### config.mk
export PLATFORM = sky130hd
export DESIGN_NAME = seven_bit_packet_deframer_top
export DESIGN_NICKNAME = d
export VERILOG_FILES = /design/src/design/sbpd_pkg.sv /design/src/design/seven_bit_packet_deframer_top.sv /design/src/design/sbpd_ctrl.sv /design/src/design/sbpd_datapath.sv
export SDC_FILE = /design/constraint.sdc
export NUM_CORES = 1
export LEC_CHECK = 0
export ABC_AREA = 1
export BUFFER_PORTS_ARGS = -buffer_cell sky130_fd_sc_hd__clkbuf_2
export CAP_MARGIN = 25
export CORE_ASPECT_RATIO = 0.9
export CORE_MARGIN = 2
export CORE_UTILIZATION = 55
export DETAILED_ROUTE_END_ITERATION = 8
export GPL_ROUTABILITY_DRIVEN = 0
export HOLD_SLACK_MARGIN = 0.03
export PLACE_DENSITY = 0.73
export RECOVER_POWER = 50
export SETUP_SLACK_MARGIN = 0.4
export SLEW_MARGIN = 20
export SYNTH_ARGS = -nofsm -noshare
export SYNTH_HDL_FRONTEND = slang
export SYNTH_SLANG_ARGS = --single-unit
export TNS_END_PERCENT = 100
### constraint.sdc
create_clock -name clk -period 7.7 [get_ports clk]
set_clock_uncertainty 0.05 [all_clocks]
set_input_delay 0.385 -clock clk [delete_from_list [all_inputs] [get_ports clk]]
set_output_delay 0.385 -clock clk [all_outputs]
set_load 0.02 [all_outputs]
### src/design/sbpd_pkg.sv
package sbpd_pkg;

	localparam int MAX_PAYLOAD_BYTES = 9;
	localparam int BYTE_W = 8;
	localparam int ID_W = 5;
	localparam int BIT_CNT_W = 7;
	localparam int BYTE_CNT_W = 4;
	localparam int DATA_BITS = 7;

	localparam logic [2:0] TAG_START = 3'b100;
	localparam logic [2:0] TAG_CHANNEL = 3'b101;
	localparam logic [2:0] TAG_LENGTH = 3'b110;
	localparam logic [2:0] TAG_END = 3'b111;

	typedef logic [MAX_PAYLOAD_BYTES-1:0][BYTE_W-1:0] payload_t;

	typedef enum logic [3:0] {
		EV_BYTE        = 4'd0,
		EV_EMPTY       = 4'd1,
		EV_LOST        = 4'd2,
		EV_BAD_IDLE    = 4'd3,
		EV_BAD_CHANNEL = 4'd4,
		EV_BAD_LENGTH  = 4'd5,
		EV_BAD_DATA    = 4'd6,
		EV_BAD_END     = 4'd7,
		EV_MISMATCH    = 4'd8,
		EV_TOO_LONG    = 4'd9
	} event_t;

	typedef struct packed {
		logic       load_start;
		logic       load_length;
		logic       absorb;
		logic       accept_end;
		logic       emit_event;
		logic       emit_byte;
		event_t     ev;
	} ctrl_cmd_t;

	typedef struct packed {
		logic [2:0] tag;
		logic       data_bit7;
		logic       lost;
		logic       id_match;
		logic       len_too_long;
		logic       len_zero;
		logic       data_done;
		logic       count_zero;
		logic       count_one;
		logic       emit_last;
		logic       out_free;
	} dp_status_t;

endpackage

### src/design/seven_bit_packet_deframer_top.sv
// The first result of a byte is registered and offered in the cycle after it is accepted.
// Header, data and error bytes are accepted back to back while the output register is free.
// An accepted end byte of a packet with more than one byte stalls the input while the
// remaining payload bytes leave through the single output register.
// Reset: arst_n asynchronously clears the frame state machine, the ids, the bit counters and
// the output valid; the payload store is cleared by each length byte instead.
module seven_bit_packet_deframer_top
	import sbpd_pkg::*;
(
	input  logic              clk,
	input  logic              arst_n,
	input  logic              in_valid,
	output logic              in_stall,
	input  logic [BYTE_W-1:0] rx_byte,
	output logic              out_valid,
	input  logic              out_stall,
	output logic [3:0]        event_res,
	output logic [BYTE_W-1:0] payload_byte,
	output logic              last_of_run,
	output logic [ID_W-1:0]   seq_id
);

	ctrl_cmd_t  cmd;
	dp_status_t status;

	sbpd_ctrl u_ctrl (
		.clk      (clk),
		.arst_n   (arst_n),
		.in_valid (in_valid),
		.in_stall (in_stall),
		.status   (status),
		.cmd      (cmd)
	);

	sbpd_datapath u_datapath (
		.clk          (clk),
		.arst_n       (arst_n),
		.rx_byte      (rx_byte),
		.cmd          (cmd),
		.status       (status),
		.out_valid    (out_valid),
		.out_stall    (out_stall),
		.event_res    (event_res),
		.payload_byte (payload_byte),
		.last_of_run  (last_of_run),
		.seq_id       (seq_id)
	);

	// An item is never taken while a result still waits in the output register.
	a_no_accept_over_full: assert property (@(posedge clk) disable iff (!arst_n)
		!(in_valid && !in_stall && out_valid && out_stall))
		else $error("item accepted while output register held a stalled result");

	// Every result other than a payload byte ends its run.
	a_event_is_last: assert property (@(posedge clk) disable iff (!arst_n)
		(out_valid && (event_res != EV_BYTE)) |-> last_of_run)
		else $error("non-byte result not marked last");

	// A payload burst continues without a gap once a byte that is not last is taken.
	a_burst_continues: assert property (@(posedge clk) disable iff (!arst_n)
		(out_valid && !out_stall && (event_res == EV_BYTE) && !last_of_run)
		|=> (out_valid && (event_res == EV_BYTE)))
		else $error("payload burst interrupted");

	// No new item enters while a payload burst is still pending.
	a_burst_blocks_input: assert property (@(posedge clk) disable iff (!arst_n)
		(out_valid && (event_res == EV_BYTE) && !last_of_run) |-> in_stall)
		else $error("input accepted during payload burst");

endmodule

### src/design/sbpd_ctrl.sv
module sbpd_ctrl
	import sbpd_pkg::*;
(
	input  logic       clk,
	input  logic       arst_n,
	input  logic       in_valid,
	output logic       in_stall,
	input  dp_status_t status,
	output ctrl_cmd_t  cmd
);

	typedef enum logic [5:0] {
		ST_IDLE    = 6'b000001,
		ST_CHANNEL = 6'b000010,
		ST_LENGTH  = 6'b000100,
		ST_DATA    = 6'b001000,
		ST_END     = 6'b010000,
		ST_EMIT    = 6'b100000
	} state_t;

	state_t state_q;
	state_t state_next;
	logic   accept;

	assign in_stall = (state_q == ST_EMIT) || !status.out_free;
	assign accept = in_valid && !in_stall;

	always_comb begin
		cmd = '0;
		cmd.ev = EV_BYTE;
		state_next = state_q;
		case (state_q)
			ST_CHANNEL: begin
				if (accept) begin
					if (status.tag == TAG_CHANNEL) begin
						state_next = ST_LENGTH;
					end else begin
						state_next = ST_IDLE;
						cmd.emit_event = 1'b1;
						cmd.ev = EV_BAD_CHANNEL;
					end
				end
			end
			ST_LENGTH: begin
				if (accept) begin
					if (status.tag == TAG_LENGTH) begin
						cmd.load_length = 1'b1;
						if (status.len_too_long) begin
							state_next = ST_IDLE;
							cmd.emit_event = 1'b1;
							cmd.ev = EV_TOO_LONG;
						end else if (status.len_zero) begin
							state_next = ST_END;
						end else begin
							state_next = ST_DATA;
						end
					end else begin
						state_next = ST_IDLE;
						cmd.emit_event = 1'b1;
						cmd.ev = EV_BAD_LENGTH;
					end
				end
			end
			ST_DATA: begin
				if (accept) begin
					if (!status.data_bit7) begin
						cmd.absorb = 1'b1;
						if (status.data_done) begin
							state_next = ST_END;
						end
					end else begin
						state_next = ST_IDLE;
						cmd.emit_event = 1'b1;
						cmd.ev = EV_BAD_DATA;
					end
				end
			end
			ST_END: begin
				if (accept) begin
					state_next = ST_IDLE;
					if (status.tag != TAG_END) begin
						cmd.emit_event = 1'b1;
						cmd.ev = EV_BAD_END;
					end else if (!status.id_match) begin
						cmd.emit_event = 1'b1;
						cmd.ev = EV_MISMATCH;
					end else begin
						cmd.accept_end = 1'b1;
						if (status.count_zero) begin
							cmd.emit_event = 1'b1;
							cmd.ev = EV_EMPTY;
						end else begin
							cmd.emit_byte = 1'b1;
							if (!status.count_one) begin
								state_next = ST_EMIT;
							end
						end
					end
				end
			end
			ST_EMIT: begin
				if (status.out_free) begin
					cmd.emit_byte = 1'b1;
					if (status.emit_last) begin
						state_next = ST_IDLE;
					end
				end
			end
			default: begin
				if (accept) begin
					if (status.tag == TAG_START) begin
						state_next = ST_CHANNEL;
						cmd.load_start = 1'b1;
						if (status.lost) begin
							cmd.emit_event = 1'b1;
							cmd.ev = EV_LOST;
						end
					end else begin
						state_next = ST_IDLE;
						cmd.emit_event = 1'b1;
						cmd.ev = EV_BAD_IDLE;
					end
				end
			end
		endcase
	end

	always_ff @(posedge clk or negedge arst_n) begin
		if (!arst_n) begin
			state_q <= ST_IDLE;
		end else begin
			state_q <= state_next;
		end
	end

endmodule

### src/design/sbpd_datapath.sv
module sbpd_datapath
	import sbpd_pkg::*;
(
	input  logic                  clk,
	input  logic                  arst_n,
	input  logic [BYTE_W-1:0]     rx_byte,
	input  ctrl_cmd_t             cmd,
	output dp_status_t            status,
	output logic                  out_valid,
	input  logic                  out_stall,
	output logic [3:0]            event_res,
	output logic [BYTE_W-1:0]     payload_byte,
	output logic                  last_of_run,
	output logic [ID_W-1:0]       seq_id
);

	logic [ID_W-1:0]       current_id_q;
	logic [ID_W-1:0]       last_id_q;
	logic [BIT_CNT_W-1:0]  expected_q;
	logic [BIT_CNT_W-1:0]  received_q;
	logic [BYTE_CNT_W-1:0] idx_q;
	payload_t              payload_q;

	logic                  out_valid_q;
	event_t                event_q;
	logic [BYTE_W-1:0]     byte_q;
	logic                  last_q;
	logic [ID_W-1:0]       seq_id_q;

	logic [ID_W-1:0]       low;
	logic [BIT_CNT_W-1:0]  remaining;
	logic [2:0]            take;
	logic [DATA_BITS-1:0]  take_mask;
	payload_t              new_bits;
	logic [BYTE_CNT_W-1:0] count;
	logic [BYTE_CNT_W-1:0] sel_idx;
	logic                  load_out;

	assign low = rx_byte[ID_W-1:0];
	assign remaining = expected_q - received_q;
	assign take = (remaining <= BIT_CNT_W'(DATA_BITS)) ? remaining[2:0] : 3'(DATA_BITS);
	assign take_mask = DATA_BITS'((8'd1 << take) - 8'd1);
	assign new_bits = payload_t'($bits(payload_t)'(rx_byte[DATA_BITS-1:0] & take_mask)
		<< received_q);
	assign count = expected_q[BIT_CNT_W-1:3];
	assign sel_idx = cmd.accept_end ? '0 : idx_q;
	assign load_out = cmd.emit_event || cmd.emit_byte;

	assign status.tag = rx_byte[7:5];
	assign status.data_bit7 = rx_byte[7];
	assign status.lost = (low != (last_id_q + ID_W'(1)));
	assign status.id_match = (low == current_id_q);
	assign status.len_too_long = (low > ID_W'(MAX_PAYLOAD_BYTES));
	assign status.len_zero = (low == '0);
	assign status.data_done = (remaining <= BIT_CNT_W'(DATA_BITS));
	assign status.count_zero = (count == '0);
	assign status.count_one = (count == BYTE_CNT_W'(1));
	assign status.emit_last = (idx_q == count - BYTE_CNT_W'(1));
	assign status.out_free = !out_valid_q || !out_stall;

	always_ff @(posedge clk or negedge arst_n) begin
		if (!arst_n) begin
			current_id_q <= '0;
			last_id_q <= '0;
			expected_q <= '0;
			received_q <= '0;
			idx_q <= '0;
			out_valid_q <= 1'b0;
		end else begin
			if (cmd.load_start) begin
				current_id_q <= low;
				received_q <= '0;
			end
			if (cmd.load_length && !status.len_too_long) begin
				expected_q <= BIT_CNT_W'({low[BYTE_CNT_W-1:0], 3'b000});
			end
			if (cmd.absorb) begin
				received_q <= received_q + BIT_CNT_W'(take);
			end
			if (cmd.accept_end) begin
				last_id_q <= current_id_q;
			end
			if (cmd.emit_byte) begin
				idx_q <= sel_idx + BYTE_CNT_W'(1);
			end
			if (load_out) begin
				out_valid_q <= 1'b1;
			end else if (!out_stall) begin
				out_valid_q <= 1'b0;
			end
		end
	end

	always_ff @(posedge clk) begin
		if (cmd.load_length) begin
			payload_q <= '0;
		end else if (cmd.absorb) begin
			payload_q <= payload_q | new_bits;
		end
		if (load_out) begin
			seq_id_q <= cmd.load_start ? low : current_id_q;
			if (cmd.emit_byte) begin
				event_q <= EV_BYTE;
				byte_q <= payload_q[sel_idx];
				last_q <= (sel_idx == count - BYTE_CNT_W'(1));
			end else begin
				event_q <= cmd.ev;
				byte_q <= '0;
				last_q <= 1'b1;
			end
		end
	end

	assign out_valid = out_valid_q;
	assign event_res = 4'(event_q);
	assign payload_byte = byte_q;
	assign last_of_run = last_q;
	assign seq_id = seq_id_q;

endmodule

==> results_dict.tcl <==
set metrics [dict create \
    fin_crit_ns 4.99 \
    synth_cells 947 \
    reg2regPathDepth 9 \
    dp_hpwl_um 12600 \
    numCtsBuffers 17 \
    grt_max_degree 70 \
    die_w_um 123 \
    antenna_found_initial 0 \
    slew_violations 103 \
    failed_checks "capacitance limit, slew limit" \
    ir_drop_uv 164 \
    drc_errors 0 \
    synthesis.area_um2 6980 \
    r2r-end "u_datapath.event_res[3]" \
    hold_class "primary input to flip-flop" \
    io_buffers 31 \
    wl_met1_um 8730 \
    synth_edf_count 18 \
    cts_buffer_depth 2 \
    finalCritPeriodShare_pct 64.8 \
    clk_pin_slew_worst_paths_ns 0.06 \
    worst_setup_path_end_kind "flip-flop" \
    reg2reg_slack_ns 2.71 \
    fmax_mhz 200 \
    max-cap-violations 2 \
    dp.cells 1098 \
    r2r-start "u_ctrl.state_q[0]" \
    dpl_cell_area_um2 7150 \
    wl_per_cell_um 16.3 \
    hold_end "u_datapath.out_valid" \
    rsz0062_at_grt "false" \
    start_kind "flip-flop" \
    ys_seq_area_share_pct 39.9 \
    cp.arrival_ns 5.19 \
    fp-row-count 39 \
    cp_max_fo 69 \
    diodes 0 \
    drt_wl_total_um 18400 \
    grt_pass1_wl_um 30100 \
    wl_met3_um 1470 \
    grt_pass1_vias 5938 \
    drive_above_1_share_pct 9.51 \
    route.antenna.remaining_nets 0 \
    syn_to_final_growth_pct 11.0 \
    cts_tree "built" \
    start_util_pct 55.7 \
    p_per_area_nw_per_um2 235 \
    first_pass_iters 6 \
    postCtsSetupRepairBufs 0 \
    ios 32 \
    leakagePower_nw 3.60 \
    nNetsFinal 976 \
    final_cell_mix "153 x nand2_1, 118 x inv_1, 97 x a21oi_1" \
    initialDrtViolationCount 758 \
    fp.dieH_um 111 \
    root_buffer "clkbuf_16" \
    finalSetupViolCount 0 \
    async_flop_share_pct 26.2 \
    ys_types 51 \
    wl_met2_um 7920 \
    whs_path_depth 3 \
    hold_ws_ns 0.249 \
    ys_ff_latch 122 \
    hold_viol 0 \
    viasPerCell 5.64 \
    mostFrequentLayoutCell "nand2_1" \
    worstHoldStart "out_stall" \
    status "finished with violations" \
    synth_area_per_cell_um2 7.37 \
    grt_overflow_total 0 \
    coreArea_um2 12500 \
    final.setup.tns_ns 0 \
    tightest_slew_ns 3.08 \
    finalInstanceArea_um2 7740 \
    synth_ff_type "dfxtp_1" \
    slew_headroom_pct -105 \
    syn_nets 969 \
    layoutNonFillerInstCount 1131 \
    worstPathRequired_ns 7.90 \
    cts_max_level 4 \
    die_area_um2 13600 \
    synth_warnings 0 \
    critPathKind "flip-flop to flip-flop" \
    num_vias 6377 \
    insertion_delay_ns 0.43 \
    track_usage_pct 28.6 \
    top_layer "met4" \
    cts.sinks 122 \
]
worst max-delay path, stage by stage (launching register included):
cell and delay (ns):
dfstp_1 0.54, nor2_1 0.07, inv_1 0.14, nor2_1 0.08, nand3_1 0.20, nand3_1 0.37, nor2_4 0.16, clkbuf_1 2.18
inv_1 0.65, o22ai_1 0.38
per-stage QoR:
step                setup slack (ns)  power, mW  utilization, %
finish                          2.71       1.82            61.8
global route                    2.27       1.89            61.8
CTS                             3.17       1.83            62.3
detailed placement              3.20      0.975            57.0
global placement                3.29      0.970            57.0
floorplan                       4.22      0.912               -
routing by layer:
| metal | track usage, % | up-vias |
|---|---|---|
| met2 | 41.3 | 246 |
| met3 | 7.15 | 21 |
| met5 | 0 | - |
| li1 | - | 3179 |
| met1 | 41.1 | 2931 |
| met4 | 10.2 | 0 |
sequential cells by signal (all words and copies together) (netlist names):
| register | flops |
|---|---|
| u_datapath.payload_q | 72 |
| u_datapath.payload_byte | 8 |
| u_datapath.received_q | 7 |
| u_ctrl.state_q | 6 |
| u_datapath.current_id_q | 5 |
| u_datapath.last_id_q | 5 |
| u_datapath.seq_id | 5 |
| u_datapath.event_res | 4 |
| u_datapath.expected_q | 4 |
| u_datapath.idx_q | 4 |
| u_datapath.last_of_run | 1 |
| u_datapath.out_valid | 1 |
synth_stat cells (9+ instances only):
cell | count | area [um^2]
inv_2 | 14 | 52.6
nor2_1 | 85 | 319
nand4_1 | 37 | 231
xnor2_1 | 9 | 78.8
a21oi_1 | 97 | 485
nand3_1 | 73 | 365
xor2_1 | 13 | 114
buf_2 | 9 | 45.0
edfxtp_1 | 18 | 541
clkbuf_1 | 26 | 97.6
ha_1 | 10 | 125
o211ai_1 | 18 | 135
nor3_1 | 10 | 50.1
nand2_1 | 151 | 567
dfrtp_1 | 31 | 776
dfxtp_1 | 72 | 1440
inv_1 | 115 | 432
o21ai_0 | 69 | 345
cell type report:
class / instances / area (um^2)
sequential: 122 / 2780
inverter: 131 / 492
timing repair buffer: 36 / 165
tap: 164 / 205
clock buffer: 25 / 549
fill: 1144 / 4800
clock inverter: 7 / 98.8
multi-input combinational: 646 / 3450
where the power goes:
part / total, mW / internal (mW) / leakage [nW] / switching [mW]
combinational: 0.264 / 0.0767 / 2.11 / 0.187
clock: 0.853 / 0.562 / 0.315 / 0.292
sequential: 0.700 / 0.681 / 1.18 / 0.0190
worst max path at each step:
stage / startpoint / to / slack, ns / depth (start not counted)
2_1_floorplan: u_datapath.received_q[4] / u_datapath.payload_q[17] / 4.22 / 22
3_3_place_gp: u_datapath.received_q[3] / u_datapath.payload_q[49] / 3.29 / 21
3_5_place_dp: u_datapath.received_q[3] / u_datapath.payload_q[49] / 3.20 / 21
4_1_cts: u_datapath.received_q[3] / u_datapath.payload_q[49] / 3.17 / 21
5_1_grt: u_ctrl.state_q[0] / u_datapath.event_res[3] / 2.27 / 9
6_report: u_ctrl.state_q[0] / u_datapath.event_res[3] / 2.71 / 9
cell families after synthesis:
| kind of cell | count (synthesis) | share of synthesized area (%) |
|---|---|---|
| XOR/XNOR | 22 | 2.76 |
| flip-flops | 122 | 39.9 |
| AND/OR/NAND/NOR | 404 | 28.6 |
| AO/OA/AOI/OAI | 209 | 16.4 |
| adder cells (fa/ha/maj) | 10 | 1.79 |
| multiplexers | 1 | 0.323 |
| buffers and inverters | 179 | 10.3 |
what timing repair did:
item | CTS | global route
hold buffers | 1 | 0
hold endpoints to repair | 21 | 0
gates resized for setup | 0 | 0
Power figures use the tool's default switching activity.
